**src/hw/rtl/set_membership_table_assert.svh**
```systemverilog
// ---------------------------------------------------------------------------
// Assertion macros used by the set membership table RTL.
// ---------------------------------------------------------------------------
`ifndef SET_MEMBERSHIP_TABLE_ASSERT_SVH
`define SET_MEMBERSHIP_TABLE_ASSERT_SVH

// Implication checked on every clock edge outside reset.
`define SMT_ASSERT_IMPL(lbl, ante, cons, msg) \
  lbl: assert property (@(posedge clk) disable iff (rst) (ante) |-> (cons)) \
    else $error(msg);

// Condition that holds on every clock edge outside reset.
`define SMT_ASSERT_ALWAYS(lbl, cond, msg) \
  lbl: assert property (@(posedge clk) disable iff (rst) (cond)) \
    else $error(msg);

// Implication whose consequent is checked in the cycle after the antecedent.
`define SMT_ASSERT_NEXT(lbl, ante, cons, msg) \
  lbl: assert property (@(posedge clk) disable iff (rst) (ante) |=> (cons)) \
    else $error(msg);

`endif

```
**src/hw/rtl/smt_pkg.sv**
```systemverilog
// ---------------------------------------------------------------------------
// smt_pkg
// Shared codes and types of the set membership table.
// ---------------------------------------------------------------------------
package smt_pkg;

  localparam int unsigned ElemW = 32;

  // Operation codes; the unused code behaves as a membership check.
  localparam logic [1:0] FUNC_ADD    = 2'd0;
  localparam logic [1:0] FUNC_REMOVE = 2'd1;
  localparam logic [1:0] FUNC_CHECK  = 2'd2;

  // Result status codes.
  localparam logic [1:0] ST_OK   = 2'd0;
  localparam logic [1:0] ST_MISS = 2'd1;
  localparam logic [1:0] ST_FULL = 2'd2;

  // Token handed from one cell to the next.
  typedef struct packed {
    logic tok;
    logic found;
  } link_t;

  // Operation broadcast to every cell while the token walks.
  typedef struct packed {
    logic [1:0]       func;
    logic [ElemW-1:0] value;
  } op_t;

endpackage

```
**src/hw/rtl/smt_cell.sv**
```systemverilog
// ---------------------------------------------------------------------------
// smt_cell
// One storage cell of the chain: holds one entry, compares it with the
// broadcast value when the token arrives, and shifts or loads its entry.
// ---------------------------------------------------------------------------
module smt_cell #(
  parameter int unsigned IDX   = 0,
  parameter int unsigned CNT_W = 8
) (
  input  logic                     clk,
  input  logic                     rst,
  input  smt_pkg::op_t             op,
  input  logic [CNT_W-1:0]         count,
  input  smt_pkg::link_t           link_in,
  input  logic [smt_pkg::ElemW-1:0] next_entry,
  output smt_pkg::link_t           link_out,
  output logic [smt_pkg::ElemW-1:0] entry
);

  logic tok;
  logic found;
  logic in_use;
  logic match;
  logic hit;

  assign in_use = CNT_W'(IDX) < count;
  assign match  = in_use && (entry == op.value);
  assign hit    = found || match;

  assign link_out.tok   = tok;
  assign link_out.found = hit;

  always_ff @(posedge clk) begin
    if (rst) begin
      tok   <= 1'b0;
      found <= 1'b0;
    end else begin
      tok   <= link_in.tok;
      found <= link_in.found;
    end
  end

  // Cells from the matching one up to the last used one pull their upper
  // neighbor down; the first free cell takes a new value once no match was seen.
  always_ff @(posedge clk) begin
    if (tok) begin
      if (op.func == smt_pkg::FUNC_REMOVE && hit && in_use) begin
        entry <= next_entry;
      end else if (op.func == smt_pkg::FUNC_ADD && !found && CNT_W'(IDX) == count) begin
        entry <= op.value;
      end
    end
  end

endmodule

```
**config.mk**
```make
export PLATFORM = sky130hd
export DESIGN_NAME = smt_cell
export DESIGN_NICKNAME = d
export VERILOG_FILES = /design/src/hw/rtl/set_membership_table_assert.svh /design/src/hw/rtl/smt_pkg.sv /design/src/hw/rtl/smt_cell.sv
export SDC_FILE = /design/constraint.sdc
export NUM_CORES = 1
export LEC_CHECK = 0
export BUFFER_PORTS_ARGS = -buffer_cell sky130_fd_sc_hd__buf_4
export CAP_MARGIN = 0
export CORE_MARGIN = 3
export CORE_UTILIZATION = 40
export CTS_CLUSTER_SIZE = 20
export DETAILED_ROUTE_END_ITERATION = 7
export PLACE_DENSITY = 0.67
export SETUP_SLACK_MARGIN = 0.05
export SLEW_MARGIN = 20
export SYNTH_ARGS = -nofsm -noshare
export SYNTH_HDL_FRONTEND = slang
export SYNTH_SLANG_ARGS = --single-unit
```
**constraint.sdc**
```tcl
create_clock -name clk -period 3.37 [get_ports clk]
set_input_delay 0.337 -clock clk [delete_from_list [all_inputs] [get_ports clk]]
set_output_delay 0.337 -clock clk [all_outputs]
set_load 0.01 [all_outputs]
```
==> flow_summary.toml, run 1 <==
[setup_path]
crit_type = "register to output pin"
path_delay_family = "simple AND/OR/NAND/NOR gates"
path_buf_inv = 2
regToRegStartpoint = "entry[16]"
cp.arrival_ns = 2.36
reg2reg_setup_slack_ns = 1.05
max_stage_delay_ns = 0.42
reg2reg_to = "entry[10]"
cp_slowest_cell = "edfxtp_1"
worstPathCellList = "xnor2_1 > nand4_1 > nor4_4 > and2_1 > buf_4 > a21o_1 > buf_4"
reg2regPathDepth = 6
start_kind = "register"
end_kind = "output pin"
cpMostUsedCell = "buf_4"
required_ns = 3.03
worstPathMaxFanout = 33

[logic_synthesis]
yosys.area_share.simple_pct = 23.00
synth_flop_cell = "edfxtp_1"
synthDistinctLibCells = 24
syn_inst = 383
synthesis.nets = 461
synth_area_leaders = "edfxtp_1, o311a_1, o311ai_1"
synth_seq_cells = 34
synth_top_area_share_pct = 31.83
yosysWarnings = 0
synthArstFlopShare_pct = 0
syn-mean-instance-area_um2 = 7.883
yosys-top-cells-count = "nand2_1, inv_1, nor3_1"
netlist_area_mm2 = 0.003019
synth.largest_area_cell = "edfxtp_1"
synth_fa_ha_area_share_pct = 0
synth_top_family_by_area = "simple AND/OR/NAND/NOR gates"
synth_edf_count = 32
seq_area_frac_synth_pct = 33.15
synthMuxAreaShare_pct = 0
yosys.area_share.xor_xnor_pct = 9.283
synth_compound_area_share_pct = 20.93
synth_most_common_cell = "nand2_1"

[clock_network]
clockBufferDepth = 2
clkTransAtPathRegs_ns = 0.07
post_cts_resized = 0
cts_hold_repair.buffers = 0
insertion_delay_ns = 0.29
cts_tree = "done"
clock_sinks = 34
post_cts_buffers = 0
htreeDepth = 2
root_buffer = "clkbuf_8"
cts_inserted_buffers = 5

[worst_hold_path]
hold_end = "found"
min_path_type = "input pin to register"
min_from = "rst"
hold_path_depth = 2

[route]
drt_pass1_iterations = 5
ant_nets = 0
vias = 3184
routedWlPerCell_um = 16.07
avgViaCountPerCell = 5.576
drt-initial-drc-count = 289
drc = 0
routed_wl_mm = 9.176

[grt]
overflow = 0
busiest_layer = "met2"
grt_antenna_before_repair = 0
grt_max_degree = 73
grt_use_met1_pct = 28.20
use_met3_pct = 2.843
grt_usage_pct = 20.98
grt_pass1_vias = 2970
grt_pass1_wl_mm = 14.62
grt_use_met2_pct = 34.85

[floorplanning]
dieArea_mm2 = 0.008627
core_mm2 = 0.007292
initial_core_util_pct = 41.40
die_y_um = 92.88
ios = 112
rows = 31
die-width_um = 92.88

[finish]
drive_above_1_share_pct = 27.12
antenna_cells = 0
fin_area_mm2 = 0.003976
fin_nets = 549
area_delta_synth_final_pct = 31.70
finish.utilization_pct = 54.53
instances_no_fill = 571
fillers = 720

[timing]
relSlewSlack_pct = 52.17
setup_ws_ns = 0.6699
tightest_slew_ns = 0.7165
setup_viol = 0
max_freq_mhz = 370.4
rsz0062_at_grt = "no"
finalClockSkew_ns = 0.008145
hold_violations = 0
fin_crit_ns = 2.700
fin_crit_sh_pct = 80.12
tns_ns = 0
drv_slew = 0

[status]
run_status = "completed"

[flow_run]
maxCapViolCount = 0

[placed_design]
hpwlAfterDp_mm = 6.252
routabilityCongestion = 0.7894
dp_cells = 563
placed_area_mm2 = 0.003895
port_buffers = 111
place_ws_ns = 0.9443

[power]
ir_drop_uv = 139.8
power_density_mw_per_mm2 = 264.4
power_leakage_uw = 0.001721
-- registers in the layout, indices dropped and copies added, names as in the netlist --
name,count
tok,1
entry,32
found,1
-- layout by cell type (no fill, tap or decap), types with 5 or more instances in the layout --
cell type and n:
buf_4 117, nand3_1 32, o311ai_1 32, inv_1 64, nor3_1 33, edfxtp_1 32
xnor2_1 32, o311a_1 32, clkbuf_8 5, nand2_1 65, nand4_1 8
-- how the worst max path moves through the flow --
stage	endpoint	slack, ns	depth (start not counted)	start
after floorplan	entry[0]	0.54	7	entry[27]
after CTS	link_out[0]	0.68	7	entry[16]
final	link_out[0]	0.67	7	entry[16]
after detailed placement	entry[15]	0.94	7	count[3]
after global placement	entry[14]	0.95	7	count[3]
after global routing	link_out[0]	0.48	7	entry[16]
-- cell families (layout without fill, tap and decap cells) --
group                     Yosys count  after routing
and+or+nand+nor                   148            148
xor gates and xnor gates           32             32
buffers and inverters             101            190
AOI/OAI and AO/OA                  68             68
DFF                                34             34
-- where the power goes --
| part | internal [uW] | total [uW] | leakage (uW) | switching (uW) |
|---|---|---|---|---|
| registers | 471 | 478 | 0.000315 | 6.78 |
| logic | 143 | 280 | 0.00136 | 136 |
| clock network | 142 | 294 | 0.0000426 | 152 |
-- routing by layer --
layer | part of all wire [%] | routed length (um) | vias to the layer above
met2 | 49 | 4487 | 145
met4 | 1.3 | 115 | 0
met1 | 42 | 3862 | 1479
li1 | - | - | 1552
met5 | 0 | 0 | -
met3 | 7.7 | 711 | 8
-- cell type report --
| cell class | count | area [um2] | area share (%) |
|---|---|---|---|
| Inverter | 64 | 240.2 | 6.042 |
| Sequential cell | 34 | 1001 | 25.17 |
| Tap cell | 99 | 123.9 | 3.115 |
| Clock inverter | 2 | 8.758 | 0.2203 |
| Timing Repair Buffer | 118 | 898.4 | 22.59 |
| Clock buffer | 6 | 72.57 | 1.825 |
| Multi-Input combinational cell | 248 | 1632 | 41.03 |
-- per-stage QoR --
step           power [uW]  hold WS (ns)
2_1_floorplan       641.1        0.4086
3_5_place_dp        765.9        0.5067
4_1_cts              1055        0.2056
3_3_place_gp        760.6        0.5046
6_report             1051        0.2129
5_1_grt              1103        0.2102
No activity file was read; power rests on OpenSTA's default activity.
==> run 2, diff against run 1 <==
--- a/config.mk
+++ b/config.mk
@@ -11,7 +11,7 @@
 export CORE_UTILIZATION = 40
 export CTS_CLUSTER_SIZE = 20
 export DETAILED_ROUTE_END_ITERATION = 7
-export PLACE_DENSITY = 0.67
+export PLACE_DENSITY = 0.7
 export SETUP_SLACK_MARGIN = 0.05
 export SLEW_MARGIN = 20
 export SYNTH_ARGS = -nofsm -noshare
==> constraint.sdc (replaced) <==
create_clock -name clk -period 2.3 [get_ports clk]
set_input_delay 0.23 -clock clk [delete_from_list [all_inputs] [get_ports clk]]
set_output_delay 0.23 -clock clk [all_outputs]
set_load 0.01 [all_outputs]
==> run 2 against run 1 <==
Compared with the run above:
- routed wire length up 3.9%
- worst hold slack got worse by 0.11 ns
- via count increased by 2.9%
- largest cell class unchanged
- final area is 6.4% higher
- non-clock buffer count increased by 15
- die area did not move
- sequential share of layout area decreased by 1.5 points
==> flow_summary.toml, run 2 (synthesized netlist as in run 1, its figures left out) <==
[finish]
area_delta_synth_final_pct = 40.16
fin_area_mm2 = 0.004232
antenna_cells = 0
drive_above_1_share_pct = 31.62
top_register = "entry"
final_common_cell = "buf_4"
fin_nets = 564
largestRegisters = "entry x32, found x1, tok x1"
largest_reg_flops = 32
fillers = 678
final_cell_mix = "buf_4, nand2_1, inv_1, nor3_1"

[setup_path]
cp_slowest_cell = "edfxtp_1"
start_kind = "register"
worstPathCellList = "xnor2_2 > nand4_1 > nor4_4 > and2_4 > buf_6 > a21o_1 > buf_6"
crit_type = "register to output pin"
worstPathMaxFanout = 5
required_ns = 2.07
cp.arrival_ns = 2.00
end_kind = "output pin"
path_buf_inv = 2
max_stage_delay_ns = 0.43
path_delay_family = "simple AND/OR/NAND/NOR gates"
cpMostUsedCell = "buf_6"

[grt]
grt_max_degree = 65
grt_antenna_before_repair = 0
overflow = 0
grt_usage_pct = 21.47
grt_pass1_vias = 3167
grt_pass1_wl_mm = 14.96

[clock_network]
htreeDepth = 2
clock_sinks = 34
root_buffer = "clkbuf_8"
clockBufferDepth = 2
cts_hold_repair.buffers = 0
cts_inserted_buffers = 5
clkTransAtPathRegs_ns = 0.07
insertion_delay_ns = 0.29
cts_tree = "done"

[route]
routed_wl_mm = 9.536
drc = 0
drt-initial-drc-count = 303
vias = 3277
drt_pass1_iterations = 5
ant_nets = 0
avgViaCountPerCell = 5.592
routedWlPerCell_um = 16.27

[timing]
hold_violations = 0
drv_slew = 0
rsz0062_at_grt = "yes"
finalClockSkew_ns = 0.009878
relSlewSlack_pct = 54.76
max_freq_mhz = 447.9
fin_crit_sh_pct = 97.07
setup_viol = 0
tightest_slew_ns = 0.6786
fin_crit_ns = 2.233

[placed_design]
routabilityCongestion = 0.8012
placed_area_mm2 = 0.004005
hpwlAfterDp_mm = 6.604
port_buffers = 111

[power]
power_leakage_uw = 0.001877
ir_drop_uv = 289.3
power.total_uw = 1561
power_density_mw_per_mm2 = 368.9

[status]
run_status = "completed"

[floorplanning]
ios = 112
die_y_um = 92.88
core_mm2 = 0.007292
dieArea_mm2 = 0.008627
initial_core_util_pct = 41.40
rows = 31
die-width_um = 92.88

[worst_hold_path]
min_path_type = "input pin to register"

[flow_run]
maxCapViolCount = 0
run 2: changes by cell type in the layout (fill, tap and decap cells not counted), sizes merged:
cell	previous run	this run
buf	118	133
run 2: worst reg2reg max path: stages, from the launching register on:
cell and delay [ns]:
edfxtp_1 0.43, xnor2_2 0.23, nand4_1 0.19, nor4_4 0.30
and2_4 0.23, buf_4 0.10, buf_4 0.21, o311ai_1 0.13
run 2: through the flow:
step	std cells	setup TNS, ns	hold slack [ns]	setup WS, ns	util, %
after global placement	570	0	0.4015	0.2742	54.92
final	586	0	0.09816	0.06731	58.03
after floorplan	383	0	0.3016	0.05313	-
after global routing	586	-0.01204	0.1002	-0.01204	58.03
after detailed placement	570	0	0.4026	0.2431	54.92
after CTS	579	0	0.09382	0.05003	56.69
run 2: layout make-up:
class	count	area, um2	area share (%)
inverter	64	240.2	5.677
sequential	34	1001	23.65
multi-input combinational	248	1717	40.57
clock inverter	2	8.758	0.2070
timing repair buffer	133	1069	25.25
tap	99	123.9	2.927
clock buffer	6	72.57	1.715
run 2: worst paths after layout:
kind                  start     endpoint  slack, ns  depth (start not counted)
setup / recovery  entry[30]  link_out[0]       0.07                          7
setup reg to reg  entry[30]    entry[23]       0.19                          7
hold reg to reg         tok     entry[1]       0.87                          4
hold / removal          rst        found        0.1                          2
run 2: power breakdown:
| group | total (uW) | leakage [uW] | switching [uW] | internal [uW] |
|---|---|---|---|---|
| sequential | 696 | 0.000315 | 5.14 | 691 |
| combinational | 439 | 0.00152 | 213 | 226 |
| clock | 427 | 0.0000426 | 218 | 208 |
run 2: timing repair:
item                       4_1_cts  5_1_grt
pin swaps                        4        7
buffers inserted                 1        7
resized for setup                6        7
setup endpoints to repair        1        1
run 2: routing by layer:
metal,up-vias,routed length [um],GRT usage (%)
met4,0,121,7.082
met5,-,0,0
met1,1525,3916,27.83
met2,153,4740,36.59
met3,12,758,3.087
li1,1587,-,-
==> run 3, diff against run 2 <==
--- a/config.mk
+++ b/config.mk
@@ -9,6 +9,8 @@
 export CAP_MARGIN = 0
 export CORE_MARGIN = 3
 export CORE_UTILIZATION = 40
+export CTS_BUF_LIST = sky130_fd_sc_hd__clkbuf_4 sky130_fd_sc_hd__clkbuf_8
+export CTS_CLUSTER_DIAMETER = 50
 export CTS_CLUSTER_SIZE = 20
 export DETAILED_ROUTE_END_ITERATION = 7
 export PLACE_DENSITY = 0.7
==> run 3 against run 2 <==
Compared with the run above:
- global-route usage about the same
- register-to-register slack about the same
- via count about the same
- count of clock-buffer cells in the layout unchanged
==> flow_summary.toml, run 3 (synthesized netlist as in run 1, its figures left out) <==
[status]
run_status = "completed"

[finish]
area_delta_synth_final_pct = 40.28
fin_area_mm2 = 0.004235
largestRegisters = "entry x32, found x1, tok x1"
final_common_cell = "buf_4"
antenna_cells = 0
final_cell_mix = "buf_4, nand2_1, inv_1, nor3_1"
top_register = "entry"
fin_nets = 564
drive_above_1_share_pct = 31.83
finish.utilization_pct = 58.08
fillers = 677
largest_reg_flops = 32

[clock_network]
clkTransAtPathRegs_ns = 0.07
htreeDepth = 2
cts_tree = "done"
cts_inserted_buffers = 5
clockBufferDepth = 2
root_buffer = "clkbuf_8"
clock_sinks = 34
insertion_delay_ns = 0.29
cts_hold_repair.buffers = 0

[setup_path]
cp_slowest_cell = "edfxtp_1"
end_kind = "output pin"
reg2regPathDepth = 7
required_ns = 2.07
max_stage_delay_ns = 0.43
worstPathMaxFanout = 5
reg2reg_setup_slack_ns = 0.20
cpMostUsedCell = "buf_6"
path_buf_inv = 2
worstPathCellList = "xnor2_2 > nand4_1 > nor4_4 > and2_4 > buf_6 > a21o_1 > buf_6"
crit_type = "register to output pin"
start_kind = "register"
cp.arrival_ns = 2.00
reg2reg_to = "entry[21]"
path_delay_family = "simple AND/OR/NAND/NOR gates"
regToRegStartpoint = "entry[30]"

[timing]
setup_viol = 0
hold_violations = 0
drv_slew = 0
tns_ns = 0
timing.hold.ws_ns = 0.09894
max_freq_mhz = 448.6
tightest_slew_ns = 0.6819
fin_crit_ns = 2.229
rsz0062_at_grt = "yes"
finalClockSkew_ns = 0.006161
fin_crit_sh_pct = 96.92
relSlewSlack_pct = 54.54

[route]
drt_pass1_iterations = 7
ant_nets = 0
vias = 3276
drt-initial-drc-count = 269
routedWlPerCell_um = 16.23
avgViaCountPerCell = 5.590
routed_wl_mm = 9.510
drc = 0

[floorplanning]
die-width_um = 92.88
die_y_um = 92.88
rows = 31
core_mm2 = 0.007292
initial_core_util_pct = 41.40
dieArea_mm2 = 0.008627
ios = 112

[placed_design]
routabilityCongestion = 0.8012
placed_area_mm2 = 0.004005
hpwlAfterDp_mm = 6.604
port_buffers = 111

[flow_run]
maxCapViolCount = 0

[worst_hold_path]
min_from = "rst"
hold_path_depth = 2
min_path_type = "input pin to register"
hold_end = "found"

[power]
p_comb_share_pct = 27.9
pwr-share-seq_pct = 44.3
power_leakage_uw = 0.001880
power_frac_clock_pct = 27.8
power.share.switching_pct = 27.69
power_density_mw_per_mm2 = 371.1
ir_drop_uv = 288.7
p_switching_uw = 435.2
p_int_uw = 1137
power.total_uw = 1572

[grt]
overflow = 0
grt_pass1_vias = 3162
grt_max_degree = 65
grt_antenna_before_repair = 0
grt_pass1_wl_mm = 14.94
grt_usage_pct = 21.46
run 3: cell type report:
type	instances	area (um2)	area share, %
Clock buffer	6	76.32	1.802
Sequential cell	34	1001	23.63
Clock inverter	2	8.758	0.2068
Timing Repair Buffer	133	1069	25.23
Multi-Input combinational cell	248	1717	40.53
Tap cell	99	123.9	2.925
Inverter	64	240.2	5.672
run 3: power by group through the flow:
stage                     combinational, uW  sequential [uW]  clock (uW)
after global routing                    482              696         463
final                                   439              696         437
after global placement                  415              709           0
after floorplan                         229              710           0
after detailed placement                427              709           0
after CTS                               433              695         445
run 3: through the flow:
stage | setup slack (ns) | std cells
after floorplan | 0.05313 | 383
after global placement | 0.2742 | 570
after detailed placement | 0.2431 | 570
after CTS | 0.05011 | 579
after global routing | -0.01204 | 586
final | 0.07088 | 586
run 3: layer usage:
metal	global-route usage, %	routed length [um]	up-vias	share of wire [%]
li1	-	-	1586	-
met1	27.78	3981	1539	42
met2	36.59	4788	143	50
met3	3.087	639	8	6.7
met4	7.082	100	0	1.1
met5	0	0	-	0
run 3: timing repair:
action / CTS / global route
setup endpoints to repair: 1 / 1
gates resized for setup: 6 / 7
pin swaps: 4 / 7
endpoints found under the hold margin: 0 / 0
setup buffers: 1 / 7
run 3: worst max path at each step:
| stage | startpoint | cells past startpoint | end | slack (ns) |
|---|---|---|---|---|
| finish | entry[30] | 7 | link_out[0] | 0.07 |
| global route | entry[28] | 7 | link_out[0] | -0.01 |
| CTS | entry[13] | 7 | link_out[0] | 0.05 |
| global placement | entry[15] | 6 | entry[19] | 0.27 |
| detailed placement | entry[21] | 6 | entry[23] | 0.24 |
| floorplan | entry[27] | 7 | entry[0] | 0.05 |
